## config.mk

```make
export PLATFORM = sky130hd
export DESIGN_NAME = coin_pulse_qualifier
export DESIGN_NICKNAME = d
export VERILOG_FILES = /design/src/cpq_pkg.sv /design/src/cpq_csr.sv /design/src/coin_pulse_qualifier.sv
export SDC_FILE = /design/constraint.sdc
export NUM_CORES = 1
export LEC_CHECK = 0
export ABC_AREA = 0
export ABC_CLOCK_PERIOD_IN_PS = 6900
export BUFFER_PORTS_ARGS = -buffer_cell sky130_fd_sc_hd__buf_2
export CAP_MARGIN = 10
export CORE_MARGIN = 2
export CORE_UTILIZATION = 55
export DETAILED_ROUTE_END_ITERATION = 8
export HOLD_SLACK_MARGIN = 0.1
export PLACE_DENSITY = 0.75
export RECOVER_POWER = 100
export SYNTH_ARGS = -nofsm -noshare
export SYNTH_HDL_FRONTEND = slang
export SYNTH_SLANG_ARGS = --single-unit
```

## constraint.sdc

```tcl
create_clock -name clock -period 6.9 [get_ports clock]
set_input_delay 0.345 -clock clock [delete_from_list [all_inputs] [get_ports clock]]
set_output_delay 0.345 -clock clock [all_outputs]
set_load 0.01 [all_outputs]
```

## src/cpq_pkg.sv

```systemverilog
package cpq_pkg;

   // Item kinds carried in the func field of an input word.
   typedef enum logic [1:0] {
      FUNC_COIN   = 2'd0,
      FUNC_PRIZE  = 2'd1,
      FUNC_TICK   = 2'd2,
      FUNC_CREDIT = 2'd3
   } func_type;

   // Configuration register indexes.
   localparam int unsigned CSR_INDEX_W = 3;
   localparam logic [CSR_INDEX_W-1:0] CSR_COIN_IDLE  = 3'd0;
   localparam logic [CSR_INDEX_W-1:0] CSR_PRIZE_IDLE = 3'd1;
   localparam logic [CSR_INDEX_W-1:0] CSR_COIN_MIN   = 3'd2;
   localparam logic [CSR_INDEX_W-1:0] CSR_COIN_MAX   = 3'd3;
   localparam logic [CSR_INDEX_W-1:0] CSR_PRIZE_MIN  = 3'd4;
   localparam logic [CSR_INDEX_W-1:0] CSR_PRIZE_MAX  = 3'd5;
   localparam logic [CSR_INDEX_W-1:0] CSR_HACK_GAP   = 3'd6;

   localparam int unsigned CSR_DATA_W = 16;
   localparam int unsigned TIME_W     = 32;
   localparam int unsigned COUNT_W    = 32;
   localparam int unsigned PEND_W     = 16;
   localparam int unsigned CREDIT_W   = 8;

   localparam logic [PEND_W-1:0] PENDING_MAX = {PEND_W{1'b1}};
   localparam logic [1:0] HACKS_PER_ALERT = 2'd3;

   // Reset values of the configuration registers.
   localparam logic [CSR_DATA_W-1:0] RST_WIDTH_MIN = 16'd20;
   localparam logic [CSR_DATA_W-1:0] RST_WIDTH_MAX = 16'd120;
   localparam logic [CSR_DATA_W-1:0] RST_HACK_GAP  = 16'd60;

   typedef struct packed {
      logic                  coin_idle;
      logic                  prize_idle;
      logic [CSR_DATA_W-1:0] coin_min;
      logic [CSR_DATA_W-1:0] coin_max;
      logic [CSR_DATA_W-1:0] prize_min;
      logic [CSR_DATA_W-1:0] prize_max;
      logic [CSR_DATA_W-1:0] hack_gap;
   } cfg_type;

endpackage

```

## src/cpq_csr.sv

```systemverilog
module cpq_csr (
   input  logic                                 clock,
   input  logic                                 reset,
   input  logic                                 csr_valid,
   input  logic [cpq_pkg::CSR_INDEX_W-1:0]      csr_index,
   input  logic [cpq_pkg::CSR_DATA_W-1:0]       csr_wdata,
   output cpq_pkg::cfg_type                     cfg
);
   import cpq_pkg::*;

   cfg_type cfg_ff, cfg_in;

   // Writes to an index outside the register list fall through unchanged.
   always_comb begin
      cfg_in = cfg_ff;
      if (csr_valid) begin
         case (csr_index)
            CSR_COIN_IDLE:  cfg_in.coin_idle  = csr_wdata[0];
            CSR_PRIZE_IDLE: cfg_in.prize_idle = csr_wdata[0];
            CSR_COIN_MIN:   cfg_in.coin_min   = csr_wdata;
            CSR_COIN_MAX:   cfg_in.coin_max   = csr_wdata;
            CSR_PRIZE_MIN:  cfg_in.prize_min  = csr_wdata;
            CSR_PRIZE_MAX:  cfg_in.prize_max  = csr_wdata;
            CSR_HACK_GAP:   cfg_in.hack_gap   = csr_wdata;
            default:        cfg_in = cfg_ff;
         endcase
      end
   end

   always_ff @(posedge clock) begin
      if (reset) begin
         cfg_ff.coin_idle  <= 1'b1;
         cfg_ff.prize_idle <= 1'b1;
         cfg_ff.coin_min   <= RST_WIDTH_MIN;
         cfg_ff.coin_max   <= RST_WIDTH_MAX;
         cfg_ff.prize_min  <= RST_WIDTH_MIN;
         cfg_ff.prize_max  <= RST_WIDTH_MAX;
         cfg_ff.hack_gap   <= RST_HACK_GAP;
      end else begin
         cfg_ff <= cfg_in;
      end
   end

   assign cfg = cfg_ff;

endmodule

```

## src/coin_pulse_qualifier.sv

```systemverilog
// Coin and prize pulse qualifier.
//
// The req_ channel carries one word per event: a coin or prize pin sample with its
// millisecond timestamp, an output timer tick, or an add-credit request. The rsp_
// channel returns exactly one word per request word, holding the running totals,
// the per-word accept and alert flags, both output pin levels and the number of
// output toggles still queued. The csr_ channel writes the seven configuration
// registers; it is always ready and should only be written while the block is idle.
//
// A request word is captured in an input register, qualified by one level of
// compare-and-count logic and written into the response register once that
// register is empty or being read. One word per cycle is sustained while the
// receiver keeps rsp_ready high; the rate is set by the single update of the
// event state per cycle.
// When the receiver stalls, the response register holds its word and the input
// register holds the next one; req_ready drops only once both are occupied.
// A synchronous reset empties both registers, clears all counters, timestamps,
// last levels and output pins, and restores the configuration defaults.
module coin_pulse_qualifier (
   input  logic                                 clock,
   input  logic                                 reset,
   input  logic                                 req_valid,
   output logic                                 req_ready,
   input  logic [1:0]                           req_func,
   input  logic                                 req_pin_level,
   input  logic [cpq_pkg::TIME_W-1:0]           req_now_ms,
   input  logic [cpq_pkg::CREDIT_W-1:0]         req_credit_count,
   output logic                                 rsp_valid,
   input  logic                                 rsp_ready,
   output logic [cpq_pkg::COUNT_W-1:0]          rsp_coin_total,
   output logic [cpq_pkg::COUNT_W-1:0]          rsp_prize_total,
   output logic [cpq_pkg::COUNT_W-1:0]          rsp_hack_total,
   output logic                                 rsp_coin_accepted,
   output logic                                 rsp_prize_accepted,
   output logic                                 rsp_hack_alert,
   output logic                                 rsp_coin_out_level,
   output logic                                 rsp_prize_out_level,
   output logic [cpq_pkg::PEND_W-1:0]           rsp_toggles_pending,
   input  logic                                 csr_valid,
   output logic                                 csr_ready,
   input  logic [cpq_pkg::CSR_INDEX_W-1:0]      csr_index,
   input  logic [cpq_pkg::CSR_DATA_W-1:0]       csr_wdata
);
   import cpq_pkg::*;

   cfg_type cfg;

   // Input register.
   logic                 stage_valid_ff;
   func_type             func_ff;
   logic                 level_ff;
   logic [TIME_W-1:0]    now_ff;
   logic [CREDIT_W-1:0]  credit_ff;

   // Event state.
   logic                 coin_last_ff, coin_last_in;
   logic [TIME_W-1:0]    coin_time_ff, coin_time_in;
   logic [1:0]           hack_rpt_ff, hack_rpt_in;
   logic                 prize_last_ff, prize_last_in;
   logic [TIME_W-1:0]    prize_time_ff, prize_time_in;
   logic [COUNT_W-1:0]   coin_cnt_ff, coin_cnt_in;
   logic [COUNT_W-1:0]   prize_cnt_ff, prize_cnt_in;
   logic [COUNT_W-1:0]   hack_cnt_ff, hack_cnt_in;
   logic [PEND_W-1:0]    pending_ff, pending_in;
   logic                 coin_out_ff, coin_out_in;
   logic                 prize_out_ff, prize_out_in;

   // Response register.
   logic                 rsp_valid_ff;
   logic                 coin_acc_ff, coin_acc_in;
   logic                 prize_acc_ff, prize_acc_in;
   logic                 alert_ff, alert_in;

   logic                 advance;
   logic                 take;
   logic [TIME_W-1:0]    coin_span;
   logic [TIME_W-1:0]    prize_span;
   logic                 coin_width_ok;
   logic                 prize_width_ok;
   logic                 hack_hit;
   logic [PEND_W:0]      pend_sum;
   logic [PEND_W-1:0]    pend_add;
   logic [PEND_W-1:0]    pend_sat;
   logic [1:0]           hack_rpt_inc;

   cpq_csr u_csr (
      .clock     (clock),
      .reset     (reset),
      .csr_valid (csr_valid),
      .csr_index (csr_index),
      .csr_wdata (csr_wdata),
      .cfg       (cfg)
   );

   assign csr_ready = 1'b1;

   // The response register frees up when it is empty or being read; the input
   // register frees up when it is empty or moving into the response register.
   assign advance   = !rsp_valid_ff || rsp_ready;
   assign take      = stage_valid_ff && advance;
   assign req_ready = !stage_valid_ff || advance;

   // Modular time differences; a wrap of the millisecond clock is harmless.
   assign coin_span  = now_ff - coin_time_ff;
   assign prize_span = now_ff - prize_time_ff;
   assign coin_width_ok  = (coin_span > {16'd0, cfg.coin_min}) &&
                           (coin_span < {16'd0, cfg.coin_max});
   assign prize_width_ok = (prize_span > {16'd0, cfg.prize_min}) &&
                           (prize_span < {16'd0, cfg.prize_max});
   assign hack_hit       = coin_span < {16'd0, cfg.hack_gap};
   assign hack_rpt_inc   = hack_rpt_ff + 2'd1;

   // A coin adds two toggles; a credit word adds twice its count.
   assign pend_add = (func_ff == FUNC_COIN) ? PEND_W'(2) :
                     {{(PEND_W-CREDIT_W-1){1'b0}}, credit_ff, 1'b0};
   assign pend_sum = {1'b0, pending_ff} + {1'b0, pend_add};
   assign pend_sat = pend_sum[PEND_W] ? PENDING_MAX : pend_sum[PEND_W-1:0];

   always_comb begin
      coin_last_in  = coin_last_ff;
      coin_time_in  = coin_time_ff;
      hack_rpt_in   = hack_rpt_ff;
      prize_last_in = prize_last_ff;
      prize_time_in = prize_time_ff;
      coin_cnt_in   = coin_cnt_ff;
      prize_cnt_in  = prize_cnt_ff;
      hack_cnt_in   = hack_cnt_ff;
      pending_in    = pending_ff;
      coin_out_in   = coin_out_ff;
      prize_out_in  = prize_out_ff;
      coin_acc_in   = 1'b0;
      prize_acc_in  = 1'b0;
      alert_in      = 1'b0;
      case (func_ff)
         FUNC_COIN: begin
            if (level_ff != cfg.coin_idle) begin
               // Start of a coin pulse: check how soon it follows the last one.
               if (hack_hit) begin
                  hack_cnt_in = hack_cnt_ff + COUNT_W'(1);
                  if (hack_rpt_inc == HACKS_PER_ALERT) begin
                     hack_rpt_in = 2'd0;
                     alert_in    = 1'b1;
                  end else begin
                     hack_rpt_in = hack_rpt_inc;
                  end
               end
               coin_time_in = now_ff;
            end else if (coin_last_ff != cfg.coin_idle && coin_width_ok) begin
               coin_cnt_in = coin_cnt_ff + COUNT_W'(1);
               coin_acc_in = 1'b1;
               pending_in  = pend_sat;
            end
            coin_last_in = level_ff;
         end
         FUNC_PRIZE: begin
            if (level_ff != cfg.prize_idle) begin
               prize_time_in = now_ff;
            end else if (prize_last_ff != cfg.prize_idle && prize_width_ok) begin
               prize_cnt_in = prize_cnt_ff + COUNT_W'(1);
               prize_acc_in = 1'b1;
            end
            prize_last_in = level_ff;
         end
         FUNC_TICK: begin
            if (pending_ff != '0) begin
               coin_out_in  = !coin_out_ff;
               prize_out_in = !prize_out_ff;
               pending_in   = pending_ff - PEND_W'(1);
            end
         end
         FUNC_CREDIT: begin
            pending_in = pend_sat;
         end
         default: begin
            pending_in = pending_ff;
         end
      endcase
   end

   always_ff @(posedge clock) begin
      if (reset) begin
         stage_valid_ff <= 1'b0;
         rsp_valid_ff   <= 1'b0;
         coin_last_ff   <= 1'b0;
         coin_time_ff   <= '0;
         hack_rpt_ff    <= '0;
         prize_last_ff  <= 1'b0;
         prize_time_ff  <= '0;
         coin_cnt_ff    <= '0;
         prize_cnt_ff   <= '0;
         hack_cnt_ff    <= '0;
         pending_ff     <= '0;
         coin_out_ff    <= 1'b0;
         prize_out_ff   <= 1'b0;
      end else begin
         if (req_ready) begin
            stage_valid_ff <= req_valid;
         end
         if (take) begin
            rsp_valid_ff  <= 1'b1;
            coin_last_ff  <= coin_last_in;
            coin_time_ff  <= coin_time_in;
            hack_rpt_ff   <= hack_rpt_in;
            prize_last_ff <= prize_last_in;
            prize_time_ff <= prize_time_in;
            coin_cnt_ff   <= coin_cnt_in;
            prize_cnt_ff  <= prize_cnt_in;
            hack_cnt_ff   <= hack_cnt_in;
            pending_ff    <= pending_in;
            coin_out_ff   <= coin_out_in;
            prize_out_ff  <= prize_out_in;
         end else if (rsp_ready) begin
            rsp_valid_ff <= 1'b0;
         end
      end
   end

   // Payload registers carry no reset.
   always_ff @(posedge clock) begin
      if (req_valid && req_ready) begin
         func_ff   <= func_type'(req_func);
         level_ff  <= req_pin_level;
         now_ff    <= req_now_ms;
         credit_ff <= req_credit_count;
      end
      if (take) begin
         coin_acc_ff  <= coin_acc_in;
         prize_acc_ff <= prize_acc_in;
         alert_ff     <= alert_in;
      end
   end

   // The totals, pin levels and queue depth in the response word are the event
   // state itself, which only moves when a new word enters the response register.
   assign rsp_valid           = rsp_valid_ff;
   assign rsp_coin_total      = coin_cnt_ff;
   assign rsp_prize_total     = prize_cnt_ff;
   assign rsp_hack_total      = hack_cnt_ff;
   assign rsp_coin_accepted   = coin_acc_ff;
   assign rsp_prize_accepted  = prize_acc_ff;
   assign rsp_hack_alert      = alert_ff;
   assign rsp_coin_out_level  = coin_out_ff;
   assign rsp_prize_out_level = prize_out_ff;
   assign rsp_toggles_pending = pending_ff;

   // Both output pins always toggle together from the same reset level.
   a_pins_in_step: assert property (@(posedge clock) disable iff (reset)
      coin_out_ff == prize_out_ff)
      else $error("coin and prize output pins diverged");

   // The hack report count wraps at three and never rests there.
   a_hack_rpt_range: assert property (@(posedge clock) disable iff (reset)
      hack_rpt_ff != HACKS_PER_ALERT)
      else $error("hack report count reached the alert value");

   // An alert is only raised together with a new hack count.
   a_alert_counts: assert property (@(posedge clock) disable iff (reset)
      take && alert_in |=> hack_cnt_ff == $past(hack_cnt_ff) + COUNT_W'(1))
      else $error("hack alert without a hack count");

   // A single word accepts at most one pulse or raises an alert, never two of these.
   a_flags_exclusive: assert property (@(posedge clock) disable iff (reset)
      rsp_valid_ff |-> $onehot0({coin_acc_ff, prize_acc_ff, alert_ff}))
      else $error("more than one event flag in a response word");

   // An accepted coin leaves at least two toggles queued.
   a_coin_queues: assert property (@(posedge clock) disable iff (reset)
      rsp_valid_ff && coin_acc_ff |-> pending_ff >= PEND_W'(2))
      else $error("accepted coin did not queue its toggles");

   // A response word is held while the receiver stalls.
   a_rsp_held: assert property (@(posedge clock) disable iff (reset)
      rsp_valid_ff && !rsp_ready |=> rsp_valid_ff && $stable(coin_cnt_ff) &&
      $stable(pending_ff))
      else $error("response word changed under a stall");

endmodule

```

==> run_results.csv <==
group,metric,value,unit
outcome,status,"finished, violations left",
outcome,violations,"capacitance limit, slew limit",
clock_network,cts-hold-fix-buffers,56,
timing,setup_violations,0,
timing,hold_viol,0,
power,p_leak,0.008035,uW
placed_design,dp_cells,3004,
synthesis,synth.area.top_cells,"dfxtp_1 (27%), ha_1 (9.7%), nand2_1 (7.9%), edfxtp_1 (7.1%), a21oi_1 (6.9%)",
clock_network,clock_latency,0.56,ns
critical_path,rr_endpoint,"rsp_prize_total[26]$_SDFFE_PP0P_",
timing,skew,0.01859,ns
timing,max_freq,0.1660,GHz
synthesis,ys_seq_elements,312,
finish,num-nets-final,2860,
floorplanning,coreArea,0.03531,mm^2
finish,drive_gt1_share,7.724,%
timing,final.setup.tns,0,ns
global_routing,grt_pass1_vias,17820,
clock_network,clkTransAtPathRegs,0.06,ns
global_routing,grt_usage,31.05,%
floorplanning,start_util,55.42,%
critical_path,crit_arrival,6.44,ns
placed_design,place_congestion,0.9633,
floorplanning,placementRows,69,
global_routing,grt_max_degree,110,
timing,hold_ws,0.1328,ns
clock_network,clkSinkCount,312,
hold_path,min-delay-path-class,"input pin to register",
finish,diodes,0,
critical_path,start_kind,"register",
clock_network,cts_tree,"yes",
synthesis,async_flop_share,0,%
hold_path,min_from,"csr_wdata[3]",
route,post_drt_wl_per_cell,18.55,um
synthesis,synth_warnings,0,
route,vias_per_cell,6.110,
power,p_per_area,209.2,mW/mm^2
synthesis,synth_nets,2686,
critical_path,r2r_setup_slack,0.88,ns
synthesis,synth.distinct_cells,94,
floorplanning,die_w,192.6,um
timing,tightest_slew,4.803,ns
finish,fillCellCount,3171,
critical_path,critPathCaptureType,"register",
hold_path,hold_depth,3,
timing,report.final.slew_viol_count,447,
route,vias,19110,
route,drc,0,
critical_path,reg2reg_from,"now_ff[0]$_DFFE_PP_",
synthesis,synth_edf_count,46,
synthesis,synth-main-ff-cell,"dfxtp_1",
placed_design,dp_hpwl,42330,um
timing,slew_headroom,-220.2,%
placed_design,placedInstanceArea,0.02071,mm^2
finish,finalNonFillerCells,3128,
floorplanning,ioPinCount,187,
floorplanning,die-area,0.03710,mm^2
critical_path,reg2reg_depth,23,
synthesis,ys_seq_area_share,34.27,%
route,drt_iter0_markers,1290,
critical_path,path_max_fanout,40,
timing,layout_min_cycle_time,6.023,ns
floorplanning,die_h,192.6,um
critical_path,crit_required,7.32,ns
route,first_pass_iters,5,
clock_network,clockRootBuffer,"clkbuf_16",
finish,syn_to_final_growth,13.80,%
synthesis,syn_inst,2465,
flow_run,cap_violations,6,
clock_network,htreeDepth,2,
hold_path,hold_end,"u_csr.cfg[67]$_SDFFE_PP0P_",
synthesis,netlist_area,0.01957,mm^2
timing,fin_crit_sh,87.29,%
route,ant_nets,0,
synthesis,syn_avg_cell_area,7.939,um^2
global_routing,antenna_found_initial,0,
clock_network,cts_made_buffers,36,
critical_path,crit_type,"register to register",
power,p_total,4660,uW
timing,rsz0062_at_grt,"false",
power,worst_ir_drop_vdd,0.1770,mV
global_routing,grt_overflow,0,
clock_network,postCtsSetupBuffers,0,
synthesis,synth.top_cell.area_share,27.21,%
synthesis,synth.largest_area_cell,"dfxtp_1",
global_routing,grt_pass1_wl,92600,um
route,drt-total-wl,58030,um
clock_network,clockBufferDepth,3,
clock_network,cts_resized,0,
finish,final_cell_area,0.02227,mm^2
placed_design,numPortBuffers,185,
[power by group]
group	internal (uW)	switching (uW)
Sequential	1890	46.8
Clock	1150	785
Combinational	306	481
Total	3350	1310
[flip-flops by register name (all words and copies together) (netlist names), 16 cells and up]
register	count
u_csr.cfg	82
coin_time_ff	32
now_ff	32
prize_time_ff	32
rsp_coin_total	32
rsp_hack_total	32
rsp_prize_total	32
rsp_toggles_pending	16
[final cells by class]
type                       count  area [um^2]  share of cell area (%)
clock buffer                  54         1030                   4.624
clock inverter                12        150.1                  0.6742
inverter                     191        716.9                   3.219
multi-input combinational   1840        11660                   52.37
sequential                   312         6706                   30.12
tap                          461        576.8                   2.590
timing repair buffer         258         1426                   6.405
[cell families (layout without fill, tap and decap cells)]
group / count (synthesis) / after routing / share of synthesized area [%]
muxes: 28 / 28 / 1.566
DFF: 312 / 312 / 34.27
and+or+nand+nor: 937 / 937 / 23.17
xor gates and xnor gates: 54 / 54 / 2.417
other: 1 / 1 / 0.01916
AOI/OAI and AO/OA: 666 / 666 / 22.39
buffers and inverters: 313 / 515 / 6.202
adders and majority gates: 154 / 154 / 9.962
[cells in the mapped netlist, drive strengths merged, types with 16 or more instances]
library cell and number:
o211ai 51, clkbuf 93, nor2b 40, dfxtp 266, nand3 75, xnor2 36
a21o 36, xor2 18, and3 26, ha 151, o21a 18, nor2 127
a21oi 269, buf 29, nor4 18, or2 39, nor3 36, inv 190
nand4 54, nand2 412, or4 35, or3 16, o311ai 39, o41ai 37
o31ai 28, mux2 21, edfxtp 46, o21ai 74
[layout by cell type (no fill, tap or decap), types with 54 or more instances in the layout]
cell type,n
nand3_1,73
inv_1,190
dlygate4sd3_1,56
nand2_1,412
o21ai_0,63
nand4_1,54
buf_2,61
a21oi_1,268
ha_1,151
nor2_1,127
dfxtp_1,266
clkbuf_1,146
[worst max path at each step]
stage / start / to / slack, ns
floorplan: now_ff[0]$_DFFE_PP_ / rsp_prize_total[21]$_SDFFE_PP0P_ / 2.04
global placement: now_ff[0]$_DFFE_PP_ / rsp_coin_total[3]$_SDFFE_PP0P_ / 1.40
detailed placement: now_ff[0]$_DFFE_PP_ / rsp_prize_total[6]$_SDFFE_PP0P_ / 1.17
CTS: now_ff[0]$_DFFE_PP_ / rsp_prize_total[6]$_SDFFE_PP0P_ / 1.14
global route: now_ff[4]$_DFFE_PP_ / rsp_hack_total[6]$_SDFFE_PP0P_ / 0.47
finish: now_ff[0]$_DFFE_PP_ / rsp_prize_total[26]$_SDFFE_PP0P_ / 0.88
[worst max-delay path, stage by stage (launching register included)]
cell and delay (ns):
edfxtp_1 0.42, inv_1 0.10, ha_1 0.17, inv_1 0.06
fa_1 0.41, a21o_1 0.21, a221oi_1 0.47, or2_2 0.21
a21oi_1 0.07, o21ai_0 0.15, nand2b_1 0.07, a21oi_1 0.17
xnor2_1 0.18, ha_1 0.30, a21o_1 0.19, a221oi_1 0.30
o221a_2 0.23, o31ai_1 0.12, nor4_1 0.21, nand4_1 0.17
a2111o_1 0.42, clkbuf_2 0.45, or4_1 0.63, a21oi_1 0.16
[metrics by stage]
step,utilization (%),setup WS (ns)
after floorplan,-,2.043
after global placement,58.66,1.401
after detailed placement,58.66,1.165
after CTS,63.59,1.139
after global routing,63.07,0.4722
final,63.07,0.8767
[layer usage]
layer  wire length, um  track usage [%]
met5                 0                0
met3              4571            6.638
met2             26090            48.64
met1             25830            42.71
met4              1535            9.542
Power figures use the tool's default switching activity.
